File: src/rtl/mdtw_pkg.sv
// mdtw_pkg: shared types and constants for the duplicate suppression table
// payload structs, scan packet and write-back bus used by cells, result stage and top
`default_nettype none

package mdtw_pkg;

  localparam int unsigned DefEntries  = 32;
  localparam int unsigned AddrW       = 48;
  localparam int unsigned TimeW       = 32;
  localparam logic [TimeW-1:0] WindowReset = 32'd5000;

  typedef struct packed {
    logic [AddrW-1:0] station_addr;
    logic [TimeW-1:0] time_ms;
  } in_t;

  typedef struct packed {
    logic suppress;
    logic new_entry;
  } out_t;

  // query walking down the cell row, indexes travel beside it
  typedef struct packed {
    logic             valid;
    logic [AddrW-1:0] addr;
    logic [TimeW-1:0] now;
    logic             found;
    logic [TimeW-1:0] match_time;
    logic [TimeW-1:0] min_time;
  } scan_pkt_t;

  typedef struct packed {
    logic             en;
    logic             set_addr;
    logic [AddrW-1:0] addr;
    logic [TimeW-1:0] stamp;
  } wr_t;

endpackage

`default_nettype wire

File: src/rtl/mdtw_cell.sv
// mdtw_cell: one table entry plus one stage of the scan packet
// depends on mdtw_pkg
`default_nettype none

module mdtw_cell #(
  parameter int unsigned IdxW = 5,
  parameter int unsigned IDX  = 0
) (
  input  logic                 clk_i,
  input  logic                 rst_ni,
  input  mdtw_pkg::scan_pkt_t  pkt_i,
  input  logic [IdxW-1:0]      match_idx_i,
  input  logic [IdxW-1:0]      min_idx_i,
  output mdtw_pkg::scan_pkt_t  pkt_o,
  output logic [IdxW-1:0]      match_idx_o,
  output logic [IdxW-1:0]      min_idx_o,
  input  mdtw_pkg::wr_t        wr_i,
  input  logic [IdxW-1:0]      wr_idx_i
);
  import mdtw_pkg::*;

  localparam logic [IdxW-1:0] MyIdx = IdxW'(IDX);

  logic [AddrW-1:0] addr_q;
  logic [TimeW-1:0] time_q;
  scan_pkt_t        pkt_d, pkt_q;
  logic [IdxW-1:0]  match_idx_d, match_idx_q, min_idx_d, min_idx_q;
  logic             hit, older;

  always_ff @(posedge clk_i or negedge rst_ni) begin
    if (!rst_ni) begin
      addr_q <= '0;
      time_q <= '0;
    end else if (wr_i.en && (wr_idx_i == MyIdx)) begin
      time_q <= wr_i.stamp;
      if (wr_i.set_addr) begin
        addr_q <= wr_i.addr;
      end
    end
  end

  assign hit   = pkt_i.valid && !pkt_i.found && (pkt_i.addr == addr_q);
  // strict compare keeps the lowest index on ties
  assign older = time_q < pkt_i.min_time;

  always_comb begin
    pkt_d       = pkt_i;
    match_idx_d = match_idx_i;
    min_idx_d   = min_idx_i;
    if (hit) begin
      pkt_d.found      = 1'b1;
      pkt_d.match_time = time_q;
      match_idx_d      = MyIdx;
    end
    if (older) begin
      pkt_d.min_time = time_q;
      min_idx_d      = MyIdx;
    end
  end

  always_ff @(posedge clk_i or negedge rst_ni) begin
    if (!rst_ni) begin
      pkt_q <= '0;
    end else begin
      pkt_q <= pkt_d;
    end
  end

  always_ff @(posedge clk_i) begin
    match_idx_q <= match_idx_d;
    min_idx_q   <= min_idx_d;
  end

  assign pkt_o       = pkt_q;
  assign match_idx_o = match_idx_q;
  assign min_idx_o   = min_idx_q;

endmodule

`default_nettype wire

File: config.mk
export PLATFORM = sky130hd
export DESIGN_NAME = mdtw_cell
export DESIGN_NICKNAME = d
export VERILOG_FILES = /design/src/rtl/mdtw_pkg.sv /design/src/rtl/mdtw_cell.sv
export SDC_FILE = /design/constraint.sdc
export NUM_CORES = 1
export LEC_CHECK = 0
export ABC_AREA = 0
export ABC_CLOCK_PERIOD_IN_PS = 2600
export BUFFER_PORTS_ARGS = -buffer_cell sky130_fd_sc_hd__buf_2
export CAP_MARGIN = 20
export CORE_AREA = 2 2 154 156
export CTS_CLUSTER_SIZE = 16
export DETAILED_ROUTE_END_ITERATION = 7
export DIE_AREA = 0 0 156 158
export GPL_TIMING_DRIVEN = 0
export PLACE_DENSITY = 0.73
export RECOVER_POWER = 100
export SYNTH_ARGS = -nofsm -noshare
export SYNTH_HDL_FRONTEND = slang
export SYNTH_SLANG_ARGS = --single-unit
File: constraint.sdc
create_clock -name clk_i -period 2.6 [get_ports clk_i]
set_clock_uncertainty 0.15 [all_clocks]
set_input_delay 0.52 -clock clk_i [delete_from_list [all_inputs] [get_ports clk_i]]
set_output_delay 0.52 -clock clk_i [all_outputs]
set_load 0.05 [all_outputs]
==> run_results.csv, run 1 <==
group,metric,value,unit
logic_synthesis,synth.distinct_cells,40,
timing,rsz_0062_raised_after_global_routing,"yes",
routing,wl_per_cell,18.6,µm
clock_tree,cts_num_sinks,236,
logic_synthesis,synthesis.instances,652,
die,ios,401,
timing,tightestPinTransition,1.40,ns
routing,finalWirelength,27600,µm
setup_path,crit_path_start,"time_q[5]",
global_route,wire_length_of_the_first_global_routing_pass,39600,µm
setup_path,reg2reg_to,"pkt_o[13]",
clock_tree,cts_buffer_depth,3,
placed_design,hpwlAfterDp,18800,µm
cells_and_area,fillers,1910,
setup_path,cpMaxStageDelayCell,"sky130_fd_sc_hd__dfrtp_1",
timing,final.setup.worst_slack,-0.139,ns
die,design.core.area,0.0231,mm²
placed_design,buffer_ports.inserted,400,
clock_tree,worstSkewPairLatency,0.52,ns
timing,timing.max_slew.rel_slack,0.0663,
placed_design,post-place-cells,1343,
routing,route.detailed.drc,0,
logic_synthesis,ys_seq_area_frac,0.651,
setup_path,maximum_net_fanout_on_the_critical_path,7,
setup_path,worstPathRequired,2.84,ns
status,violations_in_the_final_reports,"negative setup slack",
status,status,"complete, but fails checks",
cells_and_area,area_delta_synth_final,48.7,%
clock_tree,htree_num_levels,1,
job,max_cap_viol_count,0,
setup_path,setup.worst_path.end_class,"flop",
worst_hold_path,timing.hold.worst_path_depth,3,
placed_design,placed_cell_area,0.0114,mm²
routing,ant_nets,0,
setup_path,critical_path_endpoint,"pkt_o[13]",
setup_path,critPathMaxStageDelay,0.40,ns
global_route,grt_pass1_vias,7238,
global_route,grt_antenna_before_repair,2,
clock_tree,cts_buffers,25,
global_route,maximum_number_of_pins_on_one_net_before_global_route_repair,127,
placed_design,place.gp.congestion,0.788,
logic_synthesis,asyncSetResetFlopFracSynth,0.958,
timing,max_clock_freq,0.365,GHz
cells_and_area,utilization,0.580,
logic_synthesis,syn-num-nets,928,
die,die_h,158,µm
setup_path,cp_data_arrival_time,2.98,ns
timing,final_max_slew_viol_count,0,
logic_synthesis,synth-warning-count,0,
die,die-area,0.0246,mm²
setup_path,r2r.worst_path.cells,9,
die,cell_rows,56,
setup_path,critical_path.reg2reg.startpoint,"time_q[5]",
setup_path,startpoint_type,"flop",
clock_tree,clk_root_buffer_cell,"sky130_fd_sc_hd__clkbuf_16",
power_and_ir_drop,vdd_drop_max,0.615,mV
global_route,most_used_routing_layer,"met2",
routing,drt_first_iter_violations,211,
timing,fin_crit_sh,1.05,
logic_synthesis,per_instance_average_area_after_synthesis,13.8,µm²
logic_synthesis,synth_edf_count,0,
setup_path,r2r_slack,-0.14,ns
timing,timing.final.crit_period,2.74,ns
routing,routed-via-count,6986,
global_route,global_route.overflow_total,0,
logic_synthesis,ys_ff_latch,236,
die,die_width,156,µm
cells_and_area,multi_input_area,0.00322,mm²
logic_synthesis,synth_top_flop_cell,"sky130_fd_sc_hd__dfrtp_1",
power_and_ir_drop,final_total_power,0.0107,W
clock_tree,cts.reportedPaths.clkPinSlew,0.07,ns
timing,hold_viol_final,0,
power_and_ir_drop,power_density,799,mW/mm²
global_route,groute.layer.met2.usage,0.389,
routing,detail_route.vias_per_cell,4.70,
worst_hold_path,worst_hold_path_type,"primary input to flop",
clock_tree,cts_tree,"built",
cells_and_area,seqCellArea,0.00586,mm²
cells_and_area,post_route_cells_drive_above_1_share,0.329,
power_and_ir_drop,total_leakage_power,6.65,nW
global_route,met3_resource_use_gr,0.0550,
global_route,globalRouteTotalUtil,0.210,
logic_synthesis,syn-cell-area,0.00900,mm²
setup_path,cells_traversed_along_the_worst_timing_path,"ha_1 > and3_4 > a221oi_4 > o31ai_2 > a211oi_2 > o311a_1 > buf_6 > clkbuf_16 > mux2_2",
cells_and_area,stdcell_area,0.0134,mm²
setup_path,criticalPathCategory,"flop to flop",
timing,report.final.setup_viol,53,
global_route,gr-usage-met1,0.233,
die,initial_core_util,0.390,
cells_and_area,final_std_cells_w_o_fill,1485,
routing,drt_pre_antenna_iters,5,
cells_and_area,finalNetCount,1451,
## stage by stage
stage                     setup WS (ns)  hold slack (ns)  setup TNS [ns]
after global routing             -0.197           0.0232          -20.71
final                            -0.139           0.0354           -3.82
after floorplan                 0.00521           0.0744               0
after detailed placement         -0.734            0.347          -47.18
after CTS                        -0.237           0.0136           -6.81
after global placement            -2.98            0.339         -713.89
## cell usage after synthesis, types with 2 or more instances
cell                        instances  area, µm²
sky130_fd_sc_hd__dfrtp_1          226       5660
sky130_fd_sc_hd__nand2_1          103        387
sky130_fd_sc_hd__mux2_2            98       1100
sky130_fd_sc_hd__inv_1             36        135
sky130_fd_sc_hd__ha_1              31        388
sky130_fd_sc_hd__xor2_1            23        201
sky130_fd_sc_hd__xnor2_1           22        193
sky130_fd_sc_hd__mux2_1            14        158
sky130_fd_sc_hd__dfxtp_1           10        200
sky130_fd_sc_hd__nor2b_1           10       62.6
sky130_fd_sc_hd__nand4_1            9       56.3
sky130_fd_sc_hd__a21oi_1            8       40.0
sky130_fd_sc_hd__nor4_1             7       43.8
sky130_fd_sc_hd__clkbuf_1           6       22.5
sky130_fd_sc_hd__buf_6              5       56.3
sky130_fd_sc_hd__nand3_1            5       25.0
sky130_fd_sc_hd__a21o_1             3       22.5
sky130_fd_sc_hd__a221oi_1           3       26.3
sky130_fd_sc_hd__and4_1             3       26.3
sky130_fd_sc_hd__buf_1              3       11.3
sky130_fd_sc_hd__buf_2              3       15.0
sky130_fd_sc_hd__a2111oi_0          2       17.5
sky130_fd_sc_hd__buf_4              2       15.0
sky130_fd_sc_hd__nor2_1             2       7.51
sky130_fd_sc_hd__o21ai_0            2       10.0
sky130_fd_sc_hd__or2_2              2       12.5
## layer usage
metal	wire length (µm)	share of wire
met1	10300	0.37
met2	14500	0.53
met3	2020	0.073
met4	730	0.026
met5	12	0.00043
## power breakdown
group	switching (W)	internal, W
sequential	0.000266	0.00410
combinational	0.00161	0.000951
clock	0.00146	0.00229
## logic make-up after synthesis
kind of cell | count (synthesis) | synth area share
buffers and inverters | 55 | 0.0284
AO/OA/AOI/OAI | 26 | 0.0206
adder cells (fa/ha/maj) | 31 | 0.0431
multiplexers | 112 | 0.140
AND/OR/NAND/NOR | 147 | 0.0735
flip-flops | 236 | 0.651
XOR/XNOR | 45 | 0.0438
## worst max-delay path, delay by kind of cell, from the launching register on
kind                     cells  cell delay [ns]
AO/OA/AOI/OAI                4             0.94
multiplexers                 1             0.32
adder cells (fa/ha/maj)      1             0.28
buffers and inverters        2             0.34
flip-flops                   1             0.40
AND/OR/NAND/NOR              1             0.20
## layout make-up
class,count,share of cell area
antenna,2,0.000374
buffer,19,0.0122
clock buffer,31,0.0522
clock inverter,14,0.0131
inverter,36,0.0101
multi-input combinational,361,0.241
sequential,236,0.438
tap,290,0.0271
timing repair buffer,496,0.206
## state kept, by name (all words and copies together), names as in the netlist
signal	cells
min_idx_o	5
time_q	32
addr_q	48
pkt_o	146
match_idx_o	5
## worst min path at each step
stage                          start         end  slack [ns]
final                       wr_i[29]  time_q[29]        0.04
after global placement    addr_q[47]  addr_q[47]        0.34
after floorplan               rst_ni   addr_q[0]        0.07
after detailed placement  addr_q[47]  addr_q[47]        0.35
after CTS                   wr_i[29]  time_q[29]        0.01
after global routing        wr_i[28]  time_q[28]        0.02
## placed cells by master (no fill, tap or decap), types with 4 or more instances in the layout
master	count
sky130_fd_sc_hd__dfrtp_1	226
sky130_fd_sc_hd__clkbuf_1	214
sky130_fd_sc_hd__buf_2	193
sky130_fd_sc_hd__nand2_1	103
sky130_fd_sc_hd__dlygate4sd3_1	80
sky130_fd_sc_hd__mux2_4	58
sky130_fd_sc_hd__mux2_2	53
sky130_fd_sc_hd__inv_1	36
sky130_fd_sc_hd__ha_1	29
sky130_fd_sc_hd__clkbuf_16	28
sky130_fd_sc_hd__xor2_1	23
sky130_fd_sc_hd__xnor2_1	21
sky130_fd_sc_hd__nor2b_1	10
sky130_fd_sc_hd__dfxtp_1	10
sky130_fd_sc_hd__nand4_1	9
sky130_fd_sc_hd__a21oi_1	8
sky130_fd_sc_hd__clkinv_2	8
sky130_fd_sc_hd__buf_4	8
sky130_fd_sc_hd__buf_12	5
sky130_fd_sc_hd__buf_6	5
sky130_fd_sc_hd__clkbuf_8	5
sky130_fd_sc_hd__nor4_2	4
sky130_fd_sc_hd__nand3_1	4
sky130_fd_sc_hd__bufinv_16	4
## repair_timing
| action | in CTS | in global routing |
|---|---|---|
| pin swaps | 7 | 9 |
| setup endpoints to repair | 73 | 69 |
| gates cloned | 0 | 3 |
| hold buffers | 81 | 0 |
| hold endpoints to repair | 180 | 0 |
| resized for setup | 24 | 68 |
| buffers inserted | 6 | 6 |
Note: power is estimated with default switching activity, not from simulation.
==> inputs of run 2 (changes only) <==
PLACE_DENSITY = 0.74   (was 0.73)
==> run_results.csv, run 2 (synthesis results as in run 1) <==
group,metric,value,unit
status,status,"complete, but fails checks",
status,violations_in_the_final_reports,"negative setup slack",
global_route,groute.layer.met2.usage,0.413,
setup_path,cp_data_arrival_time,2.95,ns
clock_tree,worstSkewPairLatency,0.52,ns
setup_path,critPathMaxStageDelay,0.42,ns
timing,timing.final.crit_period,2.70,ns
cells_and_area,area_delta_synth_final,49.8,%
setup_path,criticalPathCategory,"flop to flop",
cells_and_area,post_route_cells_drive_above_1_share,0.328,
timing,max_clock_freq,0.370,GHz
power_and_ir_drop,power_density,800,mW/mm²
routing,finalWirelength,28400,µm
clock_tree,cts_tree,"built",
routing,wl_per_cell,19.0,µm
setup_path,cells_traversed_along_the_worst_timing_path,"ha_4 > a21o_1 > a221oi_2 > o31ai_2 > a211oi_2 > o311a_1 > buf_12 > clkbuf_16 > mux2_4",
power_and_ir_drop,total_leakage_power,6.70,nW
timing,final.setup.worst_slack,-0.0997,ns
setup_path,crit_path_start,"time_q[6]",
die,die-area,0.0246,mm²
routing,routed-via-count,6988,
cells_and_area,finalNetCount,1456,
die,die_width,156,µm
job,max_cap_viol_count,0,
routing,drt_first_iter_violations,247,
power_and_ir_drop,vdd_drop_max,0.661,mV
die,initial_core_util,0.390,
die,ios,401,
cells_and_area,final_std_cells_w_o_fill,1491,
placed_design,buffer_ports.inserted,400,
die,design.core.area,0.0231,mm²
placed_design,placed_cell_area,0.0114,mm²
global_route,met3_resource_use_gr,0.0553,
clock_tree,cts.reportedPaths.clkPinSlew,0.06,ns
cells_and_area,most-common-layout-cells,"226 x sky130_fd_sc_hd__dfrtp_1, 219 x sky130_fd_sc_hd__clkbuf_1, 192 x sky130_fd_sc_hd__buf_2",
die,cell_rows,56,
global_route,global_route.overflow_total,0,
setup_path,maximum_net_fanout_on_the_critical_path,8,
cells_and_area,multi_input_area,0.00321,mm²
placed_design,place_ws,-0.663,ns
setup_path,worstPathRequired,2.85,ns
cells_and_area,fillers,1926,
setup_path,reg2reg_to,"pkt_o[8]",
die,die_h,158,µm
global_route,globalRouteTotalUtil,0.218,
cells_and_area,stdcell_area,0.0135,mm²
setup_path,critical_path.reg2reg.startpoint,"time_q[6]",
timing,timing.max_slew.rel_slack,0.0336,
timing,final_max_slew_viol_count,0,
global_route,gr-usage-met1,0.233,
setup_path,setup.worst_path.end_class,"flop",
placed_design,hpwlAfterDp,18900,µm
timing,tightestPinTransition,1.45,ns
routing,drt_pre_antenna_iters,4,
cells_and_area,largest_reg_flops,146,
global_route,grt_antenna_before_repair,3,
setup_path,r2r.worst_path.cells,9,
worst_hold_path,worst_hold_path_type,"primary input to flop",
routing,route.detailed.drc,0,
timing,fin_crit_sh,1.04,
setup_path,r2r_slack,-0.1,ns
timing,report.final.setup_viol,56,
cells_and_area,seqCellArea,0.00586,mm²
placed_design,post-place-cells,1343,
placed_design,place.gp.congestion,0.788,
global_route,most_used_routing_layer,"met2",
setup_path,startpoint_type,"flop",
global_route,wire_length_of_the_first_global_routing_pass,41000,µm
setup_path,critical_path_endpoint,"pkt_o[8]",
cells_and_area,utilization,0.585,
clock_tree,cts_num_sinks,236,
clock_tree,clk_root_buffer_cell,"sky130_fd_sc_hd__clkbuf_16",
clock_tree,htree_num_levels,1,
clock_tree,cts_buffers,25,
timing,rsz_0062_raised_after_global_routing,"yes",
cells_and_area,most_common_cell_after_layout_fill_and_taps_aside,"sky130_fd_sc_hd__dfrtp_1",
setup_path,cpMaxStageDelayCell,"sky130_fd_sc_hd__dfrtp_1",
clock_tree,cts_buffer_depth,3,
routing,ant_nets,0,
routing,detail_route.vias_per_cell,4.69,
global_route,grt_pass1_vias,7573,
timing,hold_viol_final,0,
global_route,maximum_number_of_pins_on_one_net_before_global_route_repair,125,
-- run 2: layout make-up --
type | count | share of cell area
well taps | 290 | 0.0269
multi-input cells | 361 | 0.238
clock inverters | 9 | 0.00937
flip-flops and latches | 236 | 0.434
clock buffers | 37 | 0.0564
repair buffers | 502 | 0.212
inverters | 36 | 0.0100
plain buffers | 18 | 0.0122
diodes | 2 | 0.000371
-- run 2: what timing repair did --
item | in CTS | in global routing
resized for setup | 34 | 75
pin swaps | 9 | 9
hold buffers | 79 | 2
gates cloned | 1 | 3
setup endpoints to repair | 75 | 67
setup buffers | 11 | 8
hold endpoints to repair | 180 | 2
-- run 2: where the power goes --
group	internal (W)	switching, W	leakage [nW]
clock network	0.00232	0.00148	0.439
logic	0.000999	0.00162	3.39
registers	0.00410	0.000261	2.87
total	0.00742	0.00336	6.70
-- run 2: stage by stage --
stage / hold slack [ns] / total power, W / setup TNS [ns]
2_1_floorplan: 0.0744 / 0.00593 / 0
3_3_place_gp: 0.338 / 0.00665 / -722.51
3_5_place_dp: 0.352 / 0.00670 / -47.92
4_1_cts: 0.00150 / 0.0108 / -7.09
5_1_grt: 0.0346 / 0.0112 / -16.83
6_report: 0.0356 / 0.0108 / -3.46
-- run 2: worst min path at each step --
stage / endpoint / cells past startpoint / start / slack (ns)
detailed placement: addr_q[47] / 1 / addr_q[47] / 0.35
global placement: addr_q[47] / 1 / addr_q[47] / 0.34
finish: time_q[0] / 3 / wr_i[0] / 0.04
global route: time_q[19] / 3 / wr_i[19] / 0.03
CTS: pkt_o[107] / 1 / pkt_i[107] / 0.002
floorplan: addr_q[0] / 0 / rst_ni / 0.07
-- run 2: per-layer routing --
metal | part of all wire | wire length [µm]
met4 | 0.031 | 886
met5 | 0.00056 | 16
met1 | 0.36 | 10300
met3 | 0.071 | 2010
met2 | 0.53 | 15200
-- run 2: critical path: cells and delay by family, from the launching register on --
kind,cells,cell delay (ns)
compound gates,5,1.11
flops,1,0.42
buf+inv,2,0.34
mux,1,0.29
fa+ha+maj,1,0.26
==> inputs of run 3 (changes only) <==
CTS_CLUSTER_DIAMETER = 40   (was unset)
PLACE_DENSITY = 0.75   (was 0.74)
==> run_results.csv, run 3 (synthesis results as in run 1) <==
group,metric,value,unit
global_route,globalRouteTotalUtil,0.217,
cells_and_area,final_std_cells_w_o_fill,1494,
cells_and_area,post_route_cells_drive_above_1_share,0.347,
die,die_width,156,µm
die,ios,401,
die,design.core.area,0.0231,mm²
routing,detail_route.vias_per_cell,4.67,
timing,tightestPinTransition,1.54,ns
timing,fin_crit_sh,1.05,
die,initial_core_util,0.390,
setup_path,r2r_slack,-0.12,ns
setup_path,criticalPathCategory,"flop to flop",
timing,timing.final.crit_period,2.72,ns
cells_and_area,most_common_cell_after_layout_fill_and_taps_aside,"sky130_fd_sc_hd__dfrtp_1",
routing,route.detailed.drc,0,
setup_path,critPathMaxStageDelay,0.41,ns
timing,max_clock_freq,0.368,GHz
global_route,grt_pass1_vias,7538,
job,max_cap_viol_count,1,
setup_path,worstPathRequired,2.82,ns
cells_and_area,finalNetCount,1452,
routing,routed-via-count,6974,
timing,final_max_slew_viol_count,109,
global_route,maximum_number_of_pins_on_one_net_before_global_route_repair,119,
clock_tree,cts.reportedPaths.clkPinSlew,0.06,ns
timing,fin_setup_tns,-2.77,ns
clock_tree,worstSkewPairLatency,0.50,ns
routing,drt_first_iter_violations,269,
setup_path,startpoint_type,"flop",
setup_path,cells_traversed_along_the_worst_timing_path,"ha_1 > a2111oi_2 > o31ai_2 > a211oi_2 > o311a_1 > buf_6 > buf_12 > clkbuf_16 > mux2_4",
power_and_ir_drop,vdd_drop_max,0.606,mV
routing,wl_per_cell,18.8,µm
worst_hold_path,worst_hold_path_type,"primary input to flop",
status,violations_in_the_final_reports,"max-capacitance violations, max-slew violations, negative setup slack",
cells_and_area,largest_reg_flops,146,
die,die_h,158,µm
power_and_ir_drop,total_leakage_power,6.79,nW
placed_design,hpwlAfterDp,18800,µm
timing,rsz_0062_raised_after_global_routing,"yes",
die,cell_rows,56,
timing,final.setup.worst_slack,-0.121,ns
routing,drt_pre_antenna_iters,4,
routing,finalWirelength,28000,µm
clock_tree,cts_buffer_depth,3,
placed_design,place_ws,-0.672,ns
setup_path,cp_data_arrival_time,2.94,ns
global_route,global_route.overflow_total,0,
setup_path,maximum_net_fanout_on_the_critical_path,5,
cells_and_area,fillers,1872,
placed_design,buffer_ports.inserted,400,
timing,timing.max_slew.rel_slack,-0.0261,
cells_and_area,seqCellArea,0.00586,mm²
cells_and_area,most-common-layout-cells,"226 x sky130_fd_sc_hd__dfrtp_1, 213 x sky130_fd_sc_hd__clkbuf_1, 193 x sky130_fd_sc_hd__buf_2",
global_route,wire_length_of_the_first_global_routing_pass,40800,µm
clock_tree,clk_root_buffer_cell,"sky130_fd_sc_hd__clkbuf_16",
die,die-area,0.0246,mm²
timing,hold_viol_final,0,
clock_tree,cts_tree,"built",
timing,report.final.setup_viol,50,
clock_tree,htree_num_levels,2,
cells_and_area,area_delta_synth_final,52.6,%
cells_and_area,utilization,0.596,
setup_path,cpMaxStageDelayCell,"sky130_fd_sc_hd__dfrtp_1",
routing,ant_nets,0,
setup_path,setup.worst_path.end_class,"flop",
placed_design,post-place-cells,1343,
clock_tree,cts_num_sinks,236,
global_route,grt_antenna_before_repair,2,
cells_and_area,multi_input_area,0.00324,mm²
power_and_ir_drop,power_density,867,mW/mm²
status,status,"complete, but fails checks",
placed_design,place.gp.congestion,0.779,
clock_tree,cts_buffers,34,
## run 3: changes by cell type in the layout (fill, tap and decap cells not counted), moves of 3 or more
cell | before | now
sky130_fd_sc_hd__dlygate4sd3_1 | 81 | 70
sky130_fd_sc_hd__clkbuf_1 | 219 | 213
sky130_fd_sc_hd__mux2_4 | 60 | 54
sky130_fd_sc_hd__xnor2_2 | 0 | 4
sky130_fd_sc_hd__clkbuf_8 | 9 | 1
sky130_fd_sc_hd__xnor2_1 | 22 | 18
sky130_fd_sc_hd__buf_4 | 4 | 7
sky130_fd_sc_hd__clkbuf_16 | 27 | 39
sky130_fd_sc_hd__mux2_2 | 51 | 58
sky130_fd_sc_hd__inv_6 | 1 | 4
sky130_fd_sc_hd__clkinvlp_4 | 1 | 8
## run 3: critical path: cells and delay by family, from the launching register on
kind                       cells  cell delay (ns)
adders and majority gates      1             0.30
DFF                            1             0.41
AOI/OAI and AO/OA              4             1.03
muxes                          1             0.29
buffers and inverters          3             0.42
## run 3: cell type report
| class | count | area share |
|---|---|---|
| Antenna cell | 2 | 0.000364 |
| Buffer | 19 | 0.0113 |
| Clock buffer | 39 | 0.0687 |
| Clock inverter | 23 | 0.0210 |
| Inverter | 36 | 0.00984 |
| Multi-Input combinational cell | 361 | 0.236 |
| Sequential cell | 236 | 0.426 |
| Tap cell | 290 | 0.0264 |
| Timing Repair Buffer | 488 | 0.200 |
## run 3: worst paths after layout
path,startpoint,to,cells after the start
hold reg to reg,addr_q[47],addr_q[47],1
max in group asynchronous,rst_ni,time_q[10],3
setup reg to reg,time_q[1],pkt_o[10],9
min in group asynchronous,rst_ni,pkt_o[127],2
setup / recovery,time_q[1],pkt_o[10],9
hold / removal,pkt_i[130],pkt_o[130],1
## run 3: layer usage
metal  share of wire  vias to the layer above  global-route usage  routed length, µm
li1                -                     3251                   -                  -
met1            0.37                     3386               0.234              10300
met2            0.54                      286               0.409              15100
met3           0.073                       49              0.0665               2050
met4           0.021                        2              0.0668                576
met5         0.00057                        -                   0                 16
## run 3: through the flow
step,total power [W],hold WS (ns),instance area [µm²]
after global routing,0.0124,0.0249,13700
after floorplan,0.00593,0.0744,9020
after global placement,0.00665,0.342,11400
after CTS,0.0119,0.000219,13600
final,0.0119,0.0496,13700
after detailed placement,0.00670,0.348,11400
## run 3: power breakdown
group | internal [W] | total, W | switching [W]
logic | 0.00104 | 0.00268 | 0.00164
clock network | 0.00307 | 0.00485 | 0.00178
registers | 0.00411 | 0.00437 | 0.000264
total | 0.00822 | 0.0119 | 0.00369
## run 3: repair_timing
item                                   in CTS  in global routing
setup endpoints to repair                  75                 79
pin swaps                                   6                 12
setup buffers                              13                  3
cloned                                      1                  2
hold buffers                               70                  2
resized for setup                          28                 67
endpoints found under the hold margin     134                  2
